### src/rtl/rxrfc_pkg.sv
package rxrfc_pkg;

   // Operation codes carried on req_opcode.
   typedef enum logic [1:0] {
      OP_STORE = 2'd0,
      OP_POLL  = 2'd1,
      OP_READ  = 2'd2
   } opcode_type;

   // The frame header sits this many bytes past the consumer pointer.
   localparam int unsigned HDR_OFFSET = 16;
   // Bytes of header, and bytes of CRC at the end of each frame.
   localparam int unsigned HDR_BYTES = 4;
   localparam int unsigned CRC_BYTES = 4;
   // Bit of the status half-word that marks a complete frame.
   localparam int unsigned STATUS_OK_BIT = 0;

   // Configuration port: address width and register indexes.
   localparam int unsigned CSR_AW = 3;
   localparam logic CSR_IDX_RX_ENABLE = 1'b0;

   // Outcome of checking one frame header.
   typedef struct packed {
      logic        ok;
      logic [14:0] start;
      logic [14:0] length;
      logic [15:0] next_cp;
   } poll_res_type;

endpackage

### src/rtl/rxrfc_poll.sv
module rxrfc_poll #(
   parameter int RING_BYTES = 32768
) (
   input  logic                  rx_enable,
   input  logic [15:0]           cp,
   input  logic [31:0]           header,
   input  logic [15:0]           producer_ptr,
   input  logic [15:0]           dest_capacity,
   output rxrfc_pkg::poll_res_type res
);
   import rxrfc_pkg::*;

   localparam int AW = $clog2(RING_BYTES);

   logic [16:0]   cp_plus;
   logic [AW-1:0] off;
   logic [15:0]   status;
   logic [15:0]   len;
   logic          len_ok;
   logic [AW-1:0] unread;
   logic [17:0]   want_sum;
   logic [17:0]   want;
   logic          span_ok;
   logic [17:0]   next_sum;
   logic [17:0]   next_aligned;
   logic [AW-1:0] next_off;
   logic [AW-1:0] start_off;
   logic [15:0]   copy;
   logic [15:0]   copy_capped;

   // The header word lies at the consumer pointer plus the header offset.
   assign cp_plus = {1'b0, cp} + 17'(HDR_OFFSET);
   assign off     = cp_plus[AW-1:0];
   assign status  = header[15:0];
   assign len     = header[31:16];

   // The length must cover the CRC and leave room in the ring.
   assign len_ok = (len >= 16'(CRC_BYTES)) &&
                   ({1'b0, len} <= 17'(RING_BYTES - CRC_BYTES));

   // The producer must be far enough ahead to hold the aligned frame.
   assign unread   = producer_ptr[AW-1:0] - off;
   assign want_sum = 18'(len) + 18'(HDR_BYTES + 3);
   assign want     = want_sum & ~18'd3;
   assign span_ok  = (unread != '0) && (18'(unread) >= want);

   // Next frame starts past this one, rounded up to a word.
   assign next_sum     = 18'(off) + 18'(len) + 18'(HDR_BYTES + 3);
   assign next_aligned = next_sum & ~18'd3;
   assign next_off     = next_aligned[AW-1:0];

   // Data begins right after the header; the copy drops the CRC.
   assign start_off   = off + AW'(HDR_BYTES);
   assign copy        = len - 16'(CRC_BYTES);
   assign copy_capped = (copy > dest_capacity) ? dest_capacity : copy;

   assign res.ok      = rx_enable && status[STATUS_OK_BIT] && len_ok && span_ok;
   assign res.start   = 15'(start_off);
   assign res.length  = 15'(copy_capped);
   assign res.next_cp = 16'(next_off) - 16'(HDR_OFFSET);

endmodule

### config.mk
export PLATFORM = sky130hd
export DESIGN_NAME = rxrfc_poll
export DESIGN_NICKNAME = d
export VERILOG_FILES = /design/src/rtl/rxrfc_pkg.sv /design/src/rtl/rxrfc_poll.sv
export SDC_FILE = /design/constraint.sdc
export NUM_CORES = 1
export LEC_CHECK = 0
export BUFFER_PORTS_ARGS = -buffer_cell sky130_fd_sc_hd__buf_4
export CORE_MARGIN = 2
export CORE_UTILIZATION = 40
export DETAILED_ROUTE_END_ITERATION = 8
export PLACE_DENSITY_LB_ADDON = 0.15
export SYNTH_ARGS = -nofsm -noshare
export SYNTH_HDL_FRONTEND = slang
export SYNTH_SLANG_ARGS = --single-unit
### constraint.sdc
create_clock -name vclk -period 5.3
set_input_delay 1.06 -clock vclk [all_inputs]
set_output_delay 1.06 -clock vclk [all_outputs]
set_load 0.02 [all_outputs]
==> reports/qor.csv, run 1 <==
stage;metric;value;unit
synthesis;Cell Area, Synth;3240;sq um
power_and_ir_drop;Sequential Power Share;0;%
worst_setup_path;most used cell, CP;maj3_2;
route;Avg WL per Cell;13.7;microns
floorplan;Initial Utilization;41.7;%
synthesis;Seq/Total Area, Yosys;0;%
placed_design;port bufs;109;
power_and_ir_drop;worst vdd ir;152;uV
route;iteration-0 DRC count of the detailed router;79;
synthesis;area share of the largest cell type after synthesis;27.5;%
floorplan;Die Wd;93.9;microns
timing;max-slew violation total from the final report;0;
route;DRC viols;0;
worst_setup_path;critical path class;in -> out;
power_and_ir_drop;Pint;434;uW
worst_setup_path;crit start category;primary input;
route;Routed Antenna Nets;0;
flow_run;max cap viols;0;
worst_setup_path;Worst EP arrival;4420;ps
synthesis;Ys Warns;0;
clocking;hold_buf cts;0;
floorplan;# rows;32;
timing;# setup viols final;1;
grt;first-pass GRT wire length;15200;microns
worst_setup_path;Worst path slowest cell;maj3_2;
timing;Slew Limit Headroom;65.6;%
final_layout;fill cell count;688;
timing;Final Hold Fails;0;
grt;initial antenna violation count;0;
route;Max Used Layer;met4;
final_layout;number of diodes;0;
synthesis;synth unique cells;52;
final_layout;share of layout cells above drive strength 1;42.0;%
route;routed wl met3;445;microns
grt;largest net degree at the start of global routing;10;
floorplan;Die Span Y;93.9;microns
power_and_ir_drop;P_sw;434;uW
synthesis;Post-Synthesis Cells;430;
worst_setup_path;Setup crit start;cp[4];
synthesis;Synth area leaders;ha_1, xnor2_1, xor2_1;
worst_setup_path;stages on the worst setup path;19;
outcome;status;complete, but fails checks;
min_path;Hold Path Class;in -> out;
timing;fin worst setup slack;-181;ps
worst_setup_path;last element of the critical path;res[46];
worst_setup_path;Max FO, Critical Path;4;
power_and_ir_drop;Pleak;0.00244;uW
placed_design;hpwl dp;7950;microns
timing;RSZ-0062 raised after global routing;true;
route;Pre-Repair DR Iteration Count;4;
route;via count;3571;
route;routed wire length;9540;microns
worst_setup_path;critical path, cell by cell;buf_12, inv_4, ha_4, ha_4, nor2_2, maj3_2, a31oi_2, maj3_2, a221oi_4, a21oi_2, maj3_2, xor2_2, ha_1, nand4_1, nor4_2, a211oi_1, a21oi_1, o31a_1, buf_6;
final_layout;CLK BUF;0;
route;Vias per Instance;5.11;
floorplan;full die area;8820;sq um
worst_setup_path;cell family with most CP delay;adder cells;
final_layout;most common library cell in the layout ignoring fill and taps;buf_4;
power_and_ir_drop;Final Total Pwr;868;uW
placed_design;post-place setup slack;-407;ps
floorplan;I/O Pins;128;
route;routed wire length on met2;4700;microns
grt;GRT overflow;0;
placed_design;RePlAce Congestion;0.890;
final_layout;register area;0;sq um
power_and_ir_drop;combinational share of power;100.0;%
power_and_ir_drop;Clock power frac;0;%
timing;fmax;0.182;GHz
synthesis;Synth Area per Inst;7.52;sq um
synthesis;Yosys top cell by area;ha_1;
worst_setup_path;max incr delay on CP;350;ps
worst_setup_path;CP Data Required Time;4240;ps
grt;vias in the first global route;3395;
power_and_ir_drop;Sw Share;50.0;%
worst_setup_path;CP endpoint kind;output port;
grt;GR Util All Layers;20.8;%
worst_setup_path;number of buffers and inverters on the critical path;3;
route;met1 WL;4350;microns
final_layout;FFs & Latches;0;
final_layout;most frequent cells in the layout;buf_4, ha_1, inv_1, xnor2_1, xor2_1;
timing;Final period util;103;%
floorplan;Core ar.;7770;sq um
outcome;failing checks;negative setup slack;
timing;min cycle time layout;5480;ps
final_layout;Syn-to-layout area delta;59.0;%
power_and_ir_drop;power per cell area;169;nW/um^2
timing;Least-Margin Pin Slew;508;ps
final_layout;# nets final;752;
-- worst min-delay path by stage --
stage | startpoint | cells past startpoint | end | slack (ps)
3_3_place_gp | cp[1] | 2 | res[32] | 2330
4_1_cts | cp[0] | 2 | res[31] | 2350
2_1_floorplan | header[18] | 1 | res[18] | 2210
6_report | cp[0] | 2 | res[31] | 2340
3_5_place_dp | cp[1] | 2 | res[32] | 2330
5_1_grt | cp[0] | 2 | res[31] | 2350
-- cells in the mapped netlist, types with 6 or more instances --
| library cell | n |
|---|---|
| ha_1 | 71 |
| inv_1 | 51 |
| xnor2_1 | 51 |
| xor2_1 | 33 |
| nor2_1 | 28 |
| nand2_1 | 21 |
| a21oi_1 | 18 |
| nand3_1 | 13 |
| mux2_2 | 12 |
| o21a_1 | 12 |
| nand4_1 | 11 |
| nor3_1 | 10 |
| a21o_1 | 9 |
| clkbuf_1 | 7 |
| nor2b_1 | 7 |
| nor4_1 | 6 |
| o21ai_0 | 6 |
| or3_1 | 6 |
| or4_1 | 6 |
-- through the flow --
step                util, %  cells  hold slack, ps  area [sq um]  TNS [ps]
finish                 66.2    699            2340          5140      -181
global route           66.2    699            2350          5140      -743
CTS                    62.7    694            2350          4870      -187
detailed placement     59.8    691            2330          4650     -1520
global placement       59.8    691            2330          4650     -1420
floorplan                 -    431            2210          3300         0
-- power groups by stage --
stage               registers (uW)  logic (uW)  clock network (uW)
detailed placement               0         785                   0
floorplan                        0         476                   0
global placement                 0         771                   0
global route                     0         948                   0
CTS                              0         825                   0
finish                           0         868                   0
-- metal layers --
| metal | track usage [%] | vias up |
|---|---|---|
| li1 | - | 1841 |
| met3 | 0.401 | 4 |
| met5 | 0 | - |
| met1 | 28.9 | 1640 |
| met4 | 0.845 | 0 |
| met2 | 37.5 | 86 |
-- repair_timing --
action	CTS	global route
resized for setup	44	37
setup buffers	2	5
endpoints found under the setup margin	17	22
cloned	1	0
pin swaps	21	19
-- cells by family (layout without fill, tap and decap cells) --
| group | Yosys count | in the layout | share of synthesized area (%) |
|---|---|---|---|
| and+or+nand+nor | 116 | 116 | 18.2 |
| buffers and inverters | 63 | 229 | 7.77 |
| xor gates and xnor gates | 85 | 85 | 23.2 |
| adders and majority gates | 75 | 75 | 29.1 |
| muxes | 15 | 15 | 5.10 |
| other | 1 | 2 | 0.116 |
| AOI/OAI and AO/OA | 75 | 75 | 16.5 |
-- area by class of cell --
type / count / area (sq um) / share of cell area (%)
Timing Repair Buffer: 177 / 1430 / 27.7
Tap cell: 102 / 128 / 2.48
Multi-Input combinational cell: 368 / 3390 / 65.9
Inverter: 52 / 200 / 3.89
Note: power is estimated with default switching activity, not from simulation.
==> inputs of run 2 (changes only) <==
- GPL_ROUTABILITY_DRIVEN: not set -> 0
- GPL_TIMING_DRIVEN: not set -> 1
- RECOVER_POWER: not set -> 25
==> run 2 against run 1 <==
The run still ends with negative setup slack left; via count up 0.87%; routed wire length up 2.2%; sequential share of layout area unchanged; critical path type unchanged; critical endpoint unchanged.
==> reports/qor.csv, run 2 (synthesis gave the netlist of run 1 again) <==
stage;metric;value;unit;change
grt;GRT Max-Usage Layer;met2;;
grt;initial antenna violation count;0;;unchanged
route;Vias per Instance;5.12;;+0.15%
power_and_ir_drop;worst vdd ir;147;uV;-2.8%
floorplan;# rows;32;;unchanged
min_path;Hold Path Class;in -> out;;
route;Pre-Repair DR Iteration Count;4;;unchanged
timing;min cycle time layout;5440;ps;-40.5 ps
worst_setup_path;CP Data Required Time;4240;ps;about the same
placed_design;hpwl dp;8000;microns;+0.66%
final_layout;share of layout cells above drive strength 1;41.2;%;-0.85 points
floorplan;Die Wd;93.9;microns;unchanged
final_layout;most common library cell in the layout ignoring fill and taps;buf_4;;
route;Routed Antenna Nets;0;;unchanged
floorplan;Core ar.;7770;sq um;unchanged
final_layout;most frequent cells in the layout;buf_4, ha_1, inv_1, xnor2_1, xor2_1;;
floorplan;Initial Utilization;41.7;%;unchanged
grt;met2 Usage GRT;38.1;%;+0.60 points
timing;max-slew violation total from the final report;0;;unchanged
timing;Final Hold Fails;0;;unchanged
worst_setup_path;Max FO, Critical Path;4;;unchanged
grt;GR met3 Demand/Resource;0.642;%;+0.24 points
timing;Slew Limit Headroom;65.4;%;-0.29 points
floorplan;full die area;8820;sq um;unchanged
outcome;status;complete, but fails checks;;
timing;fin worst setup slack;-141;ps;+40.5 ps
final_layout;FFs & Latches;0;;unchanged
final_layout;Non-Filler Instances;704;;+0.72%
route;Avg WL per Cell;13.9;microns;+1.5%
timing;Final period util;103;%;-0.76 points
final_layout;number of diodes;0;;unchanged
grt;GRT overflow;0;;unchanged
timing;fmax;0.184;GHz;+0.74%
floorplan;Die Span Y;93.9;microns;unchanged
timing;RSZ-0062 raised after global routing;true;;
power_and_ir_drop;Final Total Pwr;873;uW;+0.53%
grt;largest net degree at the start of global routing;10;;unchanged
placed_design;port bufs;109;;unchanged
placed_design;placed insts;691;;unchanged
route;DRC viols;0;;unchanged
route;iteration-0 DRC count of the detailed router;89;;+13%
worst_setup_path;Worst EP arrival;4380;ps;-40 ps
grt;GR Util All Layers;20.9;%;+0.13 points
grt;GR met1 Demand/Resource;28.6;%;-0.35 points
worst_setup_path;CP endpoint kind;output port;;
route;via count;3602;;+0.87%
flow_run;max cap viols;0;;unchanged
grt;first-pass GRT wire length;15400;microns;+1.1%
final_layout;Syn-to-layout area delta;58.6;%;
final_layout;post-layout util;66.1;%;-0.18 points
timing;# setup viols final;1;;unchanged
worst_setup_path;crit start category;primary input;;
timing;Least-Margin Pin Slew;513;ps;+4.36 ps
outcome;failing checks;negative setup slack;;
grt;vias in the first global route;3382;;-0.38%
final_layout;CLK BUF;0;;unchanged
power_and_ir_drop;power per cell area;170;nW/um^2;+0.80%
final_layout;# nets final;757;;+0.66%
route;routed wire length;9750;microns;+2.2%
final_layout;register area;0;sq um;unchanged
power_and_ir_drop;Pleak;0.00245;uW;+0.10%
floorplan;I/O Pins;128;;unchanged
timing;setup TNS;-141;ps;+40.5 ps
worst_setup_path;critical path class;in -> out;;
==> run 2: metrics by stage <==
step	area [sq um]	setup slack (ps)	hold slack, ps
after floorplan	3300	38.7	2210
after global placement	4650	-327	2330
after detailed placement	4650	-353	2330
after CTS	4930	-140	2340
after global routing	5130	-474	2400
final	5130	-141	2390
==> run 2: path summary, 6_finish.rpt <==
check | startpoint | to | cells after the start
worst min-delay path | cp[1] | res[32] | 2
worst max-delay path | cp[4] | res[46] | 19
==> run 2: what timing repair did <==
action,4_1_cts,5_1_grt
gates cloned,1,0
setup buffers,6,7
endpoints found under the setup margin,18,22
pin swaps,26,23
hold buffers,0,0
gates resized for setup,50,36
==> run 2: power breakdown <==
part / switching (uW) / internal, uW / total [uW]
sequential: 0 / 0 / 0
combinational: 441 / 432 / 873
clock: 0 / 0 / 0
total: 441 / 432 / 873
==> run 2: routing by layer <==
metal  wire length [microns]  up-vias  share of wire [%]
met3                     392        4                4.0
met5                       0        -                  0
li1                        -     1852                  -
met4                      54        0               0.55
met2                    4820       79                 49
met1                    4480     1667                 46
==> run 2: final cells by class <==
type | count | area, sq um
fill | 713 | 2640
inverter | 52 | 198
multi-input combinational | 368 | 3400
tap | 102 | 128
timing repair buffer | 182 | 1410
==> run 2: critical path, cell delays in order <==
cell	delay, ps
buf_12	100
inv_4	40
ha_4	270
ha_4	200
nor2_2	80
maj3_2	180
a31oi_2	40
maj3_2	350
a221oi_4	260
a21oi_2	60
maj3_2	320
xor2_2	160
ha_1	300
nand4_1	120
nor4_2	330
a211oi_1	80
a21oi_1	150
o31a_1	170
buf_6	120
==> inputs of run 3 (changes only) <==
- BUFFER_PORTS_ARGS: -buffer_cell sky130_fd_sc_hd__buf_4 -> not set
- DONT_BUFFER_PORTS: not set -> 1
==> run 3 against run 2 <==
The flow still finishes with violations (negative setup slack); power shrank 21%; non-clock buffer count shrank 128; sequential cell count is the same; die area is the same; fmax grew 1.5%; via count shrank 15%; largest power group unchanged; critical path type unchanged; global-route usage shrank 2.0 points; highest routed layer is now met3; critical path depth shrank 2; critical endpoint unchanged; combinational power shrank 21%.
==> reports/qor.csv, run 3 (synthesis gave the netlist of run 1 again) <==
stage;metric;value;unit;change
outcome;status;complete, but fails checks;;
outcome;failing checks;negative setup slack;;
timing;max-slew violation total from the final report;0;;unchanged
floorplan;Core ar.;7770;sq um;unchanged
flow_run;max cap viols;0;;unchanged
timing;Least-Margin Pin Slew;567;ps;+54.8 ps
route;routed wire length;8390;microns;-14%
power_and_ir_drop;Sequential Power Share;0;%;unchanged
timing;Final Hold Fails;0;;unchanged
floorplan;full die area;8820;sq um;unchanged
route;via count;3068;;-15%
route;Pre-Repair DR Iteration Count;4;;unchanged
final_layout;most common library cell in the layout ignoring fill and taps;ha_1;;
worst_setup_path;Max FO, Critical Path;8;;+4
worst_setup_path;most used cell, CP;maj3_2;;
power_and_ir_drop;power per cell area;171;nW/um^2;+0.64%
worst_setup_path;last element of the critical path;res[46];;
route;Avg WL per Cell;14.6;microns;+5.1%
timing;RSZ-0062 raised after global routing;true;;
final_layout;Syn-to-layout area delta;24.7;%;
power_and_ir_drop;worst vdd ir;115;uV;-22%
grt;vias in the first global route;2892;;-14%
power_and_ir_drop;Pint;308;uW;-29%
power_and_ir_drop;P_sw;383;uW;-13%
worst_setup_path;critical path, cell by cell;inv_8, ha_4, ha_4, nor2_4, maj3_2, a31oi_4, maj3_2, a221oi_4, a21oi_2, maj3_2, xor2_2, ha_1, nand4_1, nor4_4, a211oi_2, a21oi_1, o31a_1;;
power_and_ir_drop;combinational share of power;100.0;%;about the same
worst_setup_path;CP Data Required Time;4240;ps;about the same
timing;fin worst setup slack;-62.6;ps;+78.3 ps
floorplan;# rows;32;;unchanged
timing;min cycle time layout;5360;ps;-78.3 ps
final_layout;number of diodes;0;;unchanged
floorplan;Die Wd;93.9;microns;unchanged
grt;GRT overflow;0;;unchanged
final_layout;fin area;4040;sq um;-21%
min_path;Hold Path Class;in -> out;;
grt;initial antenna violation count;0;;unchanged
worst_setup_path;CP endpoint kind;output port;;
clocking;hold_buf cts;0;;unchanged
placed_design;port bufs;0;;-100%
final_layout;most frequent cells in the layout;ha_1, buf_4, inv_1, xnor2_1, xor2_1;;
floorplan;Die Span Y;93.9;microns;unchanged
worst_setup_path;critical path class;in -> out;;
timing;Slew Limit Headroom;61.9;%;-3.4 points
timing;fmax;0.186;GHz;+1.5%
final_layout;CLK BUF;0;;unchanged
final_layout;FFs & Latches;0;;unchanged
route;Routed Antenna Nets;0;;unchanged
worst_setup_path;Worst path slowest cell;maj3_2;;
final_layout;# nets final;629;;-17%
power_and_ir_drop;Clock power frac;0;%;unchanged
power_and_ir_drop;Sw Share;55.5;%;+4.9 points
route;DRC viols;0;;unchanged
worst_setup_path;max incr delay on CP;350;ps;about the same
route;Vias per Instance;5.33;;+4.1%
grt;largest net degree at the start of global routing;16;;+6
timing;# setup viols final;1;;unchanged
grt;first-pass GRT wire length;13800;microns;-10%
worst_setup_path;Worst EP arrival;4300;ps;-80 ps
floorplan;Initial Utilization;41.7;%;unchanged
final_layout;fill cell count;797;;+12%
power_and_ir_drop;Pleak;0.00182;uW;-26%
final_layout;register area;0;sq um;unchanged
timing;Final period util;101;%;-1.5 points
floorplan;I/O Pins;128;;unchanged
worst_setup_path;Setup crit start;cp[4];;
final_layout;share of layout cells above drive strength 1;24.5;%;-17 points
placed_design;hpwl dp;7380;microns;-7.8%
timing;setup TNS;-62.6;ps;+78.3 ps
grt;GR Util All Layers;18.9;%;-2.0 points
placed_design;Post-DP Area;3740;sq um;-19%
worst_setup_path;crit start category;primary input;;
route;iteration-0 DRC count of the detailed router;87;;-2.2%
## run 3: changes by cell type in the layout (fill, tap and decap cells not counted), sizes merged
cell,previous run,this run
clkbuf,11,2
buf,171,52
## run 3: layer usage
| metal | up-vias | routed length, microns | track usage [%] |
|---|---|---|---|
| met4 | 0 | 0 | 0 |
| met2 | 80 | 4000 | 32.4 |
| met1 | 1394 | 3840 | 26.6 |
| li1 | 1594 | - | - |
| met5 | - | 0 | 0 |
| met3 | 0 | 548 | 2.65 |
## run 3: power by group through the flow
stage | Clock [uW] | Combinational, uW | Sequential (uW)
6_report | 0 | 691 | 0
5_1_grt | 0 | 764 | 0
4_1_cts | 0 | 646 | 0
3_5_place_dp | 0 | 625 | 0
3_3_place_gp | 0 | 617 | 0
2_1_floorplan | 0 | 476 | 0
## run 3: final cells by class
| type | count | area [sq um] | area share, % |
|---|---|---|---|
| tap | 102 | 128 | 3.16 |
| multi-input combinational | 368 | 3290 | 81.5 |
| timing repair buffer | 54 | 414 | 10.3 |
| inverter | 52 | 205 | 5.08 |
## run 3: worst min-delay path by stage
stage | slack (ps) | startpoint | depth (start not counted) | end
2_1_floorplan | 2210 | header[18] | 1 | res[18]
3_3_place_gp | 2120 | cp[1] | 0 | res[32]
3_5_place_dp | 2120 | cp[1] | 0 | res[32]
4_1_cts | 2120 | cp[0] | 0 | res[31]
5_1_grt | 2120 | cp[0] | 0 | res[31]
6_report | 2120 | cp[0] | 0 | res[31]
## run 3: timing repair
item | CTS | global route
pin swaps | 19 | 12
gates resized for setup | 16 | 32
endpoints found under the setup margin | 5 | 21
buffers inserted | 3 | 2
## run 3: through the flow
| stage | utilization, % | power (uW) | worst slack [ps] | instances | hold slack [ps] |
|---|---|---|---|---|---|
| floorplan | - | 476 | 38.7 | 431 | 2210 |
| global placement | 48.2 | 617 | -217 | 571 | 2120 |
| detailed placement | 48.2 | 625 | -241 | 571 | 2120 |
| CTS | 49.4 | 646 | -41.5 | 574 | 2120 |
| global route | 52.0 | 764 | -249 | 576 | 2120 |
| finish | 52.0 | 691 | -62.6 | 576 | 2120 |
## run 3: worst max-delay path, delay by kind of cell
family          cells  cell delay [ps]
fa+ha+maj           6             1650
compound gates      6              840
simple gates        3              570
xor+xnor            1              160
buf+inv             1               20
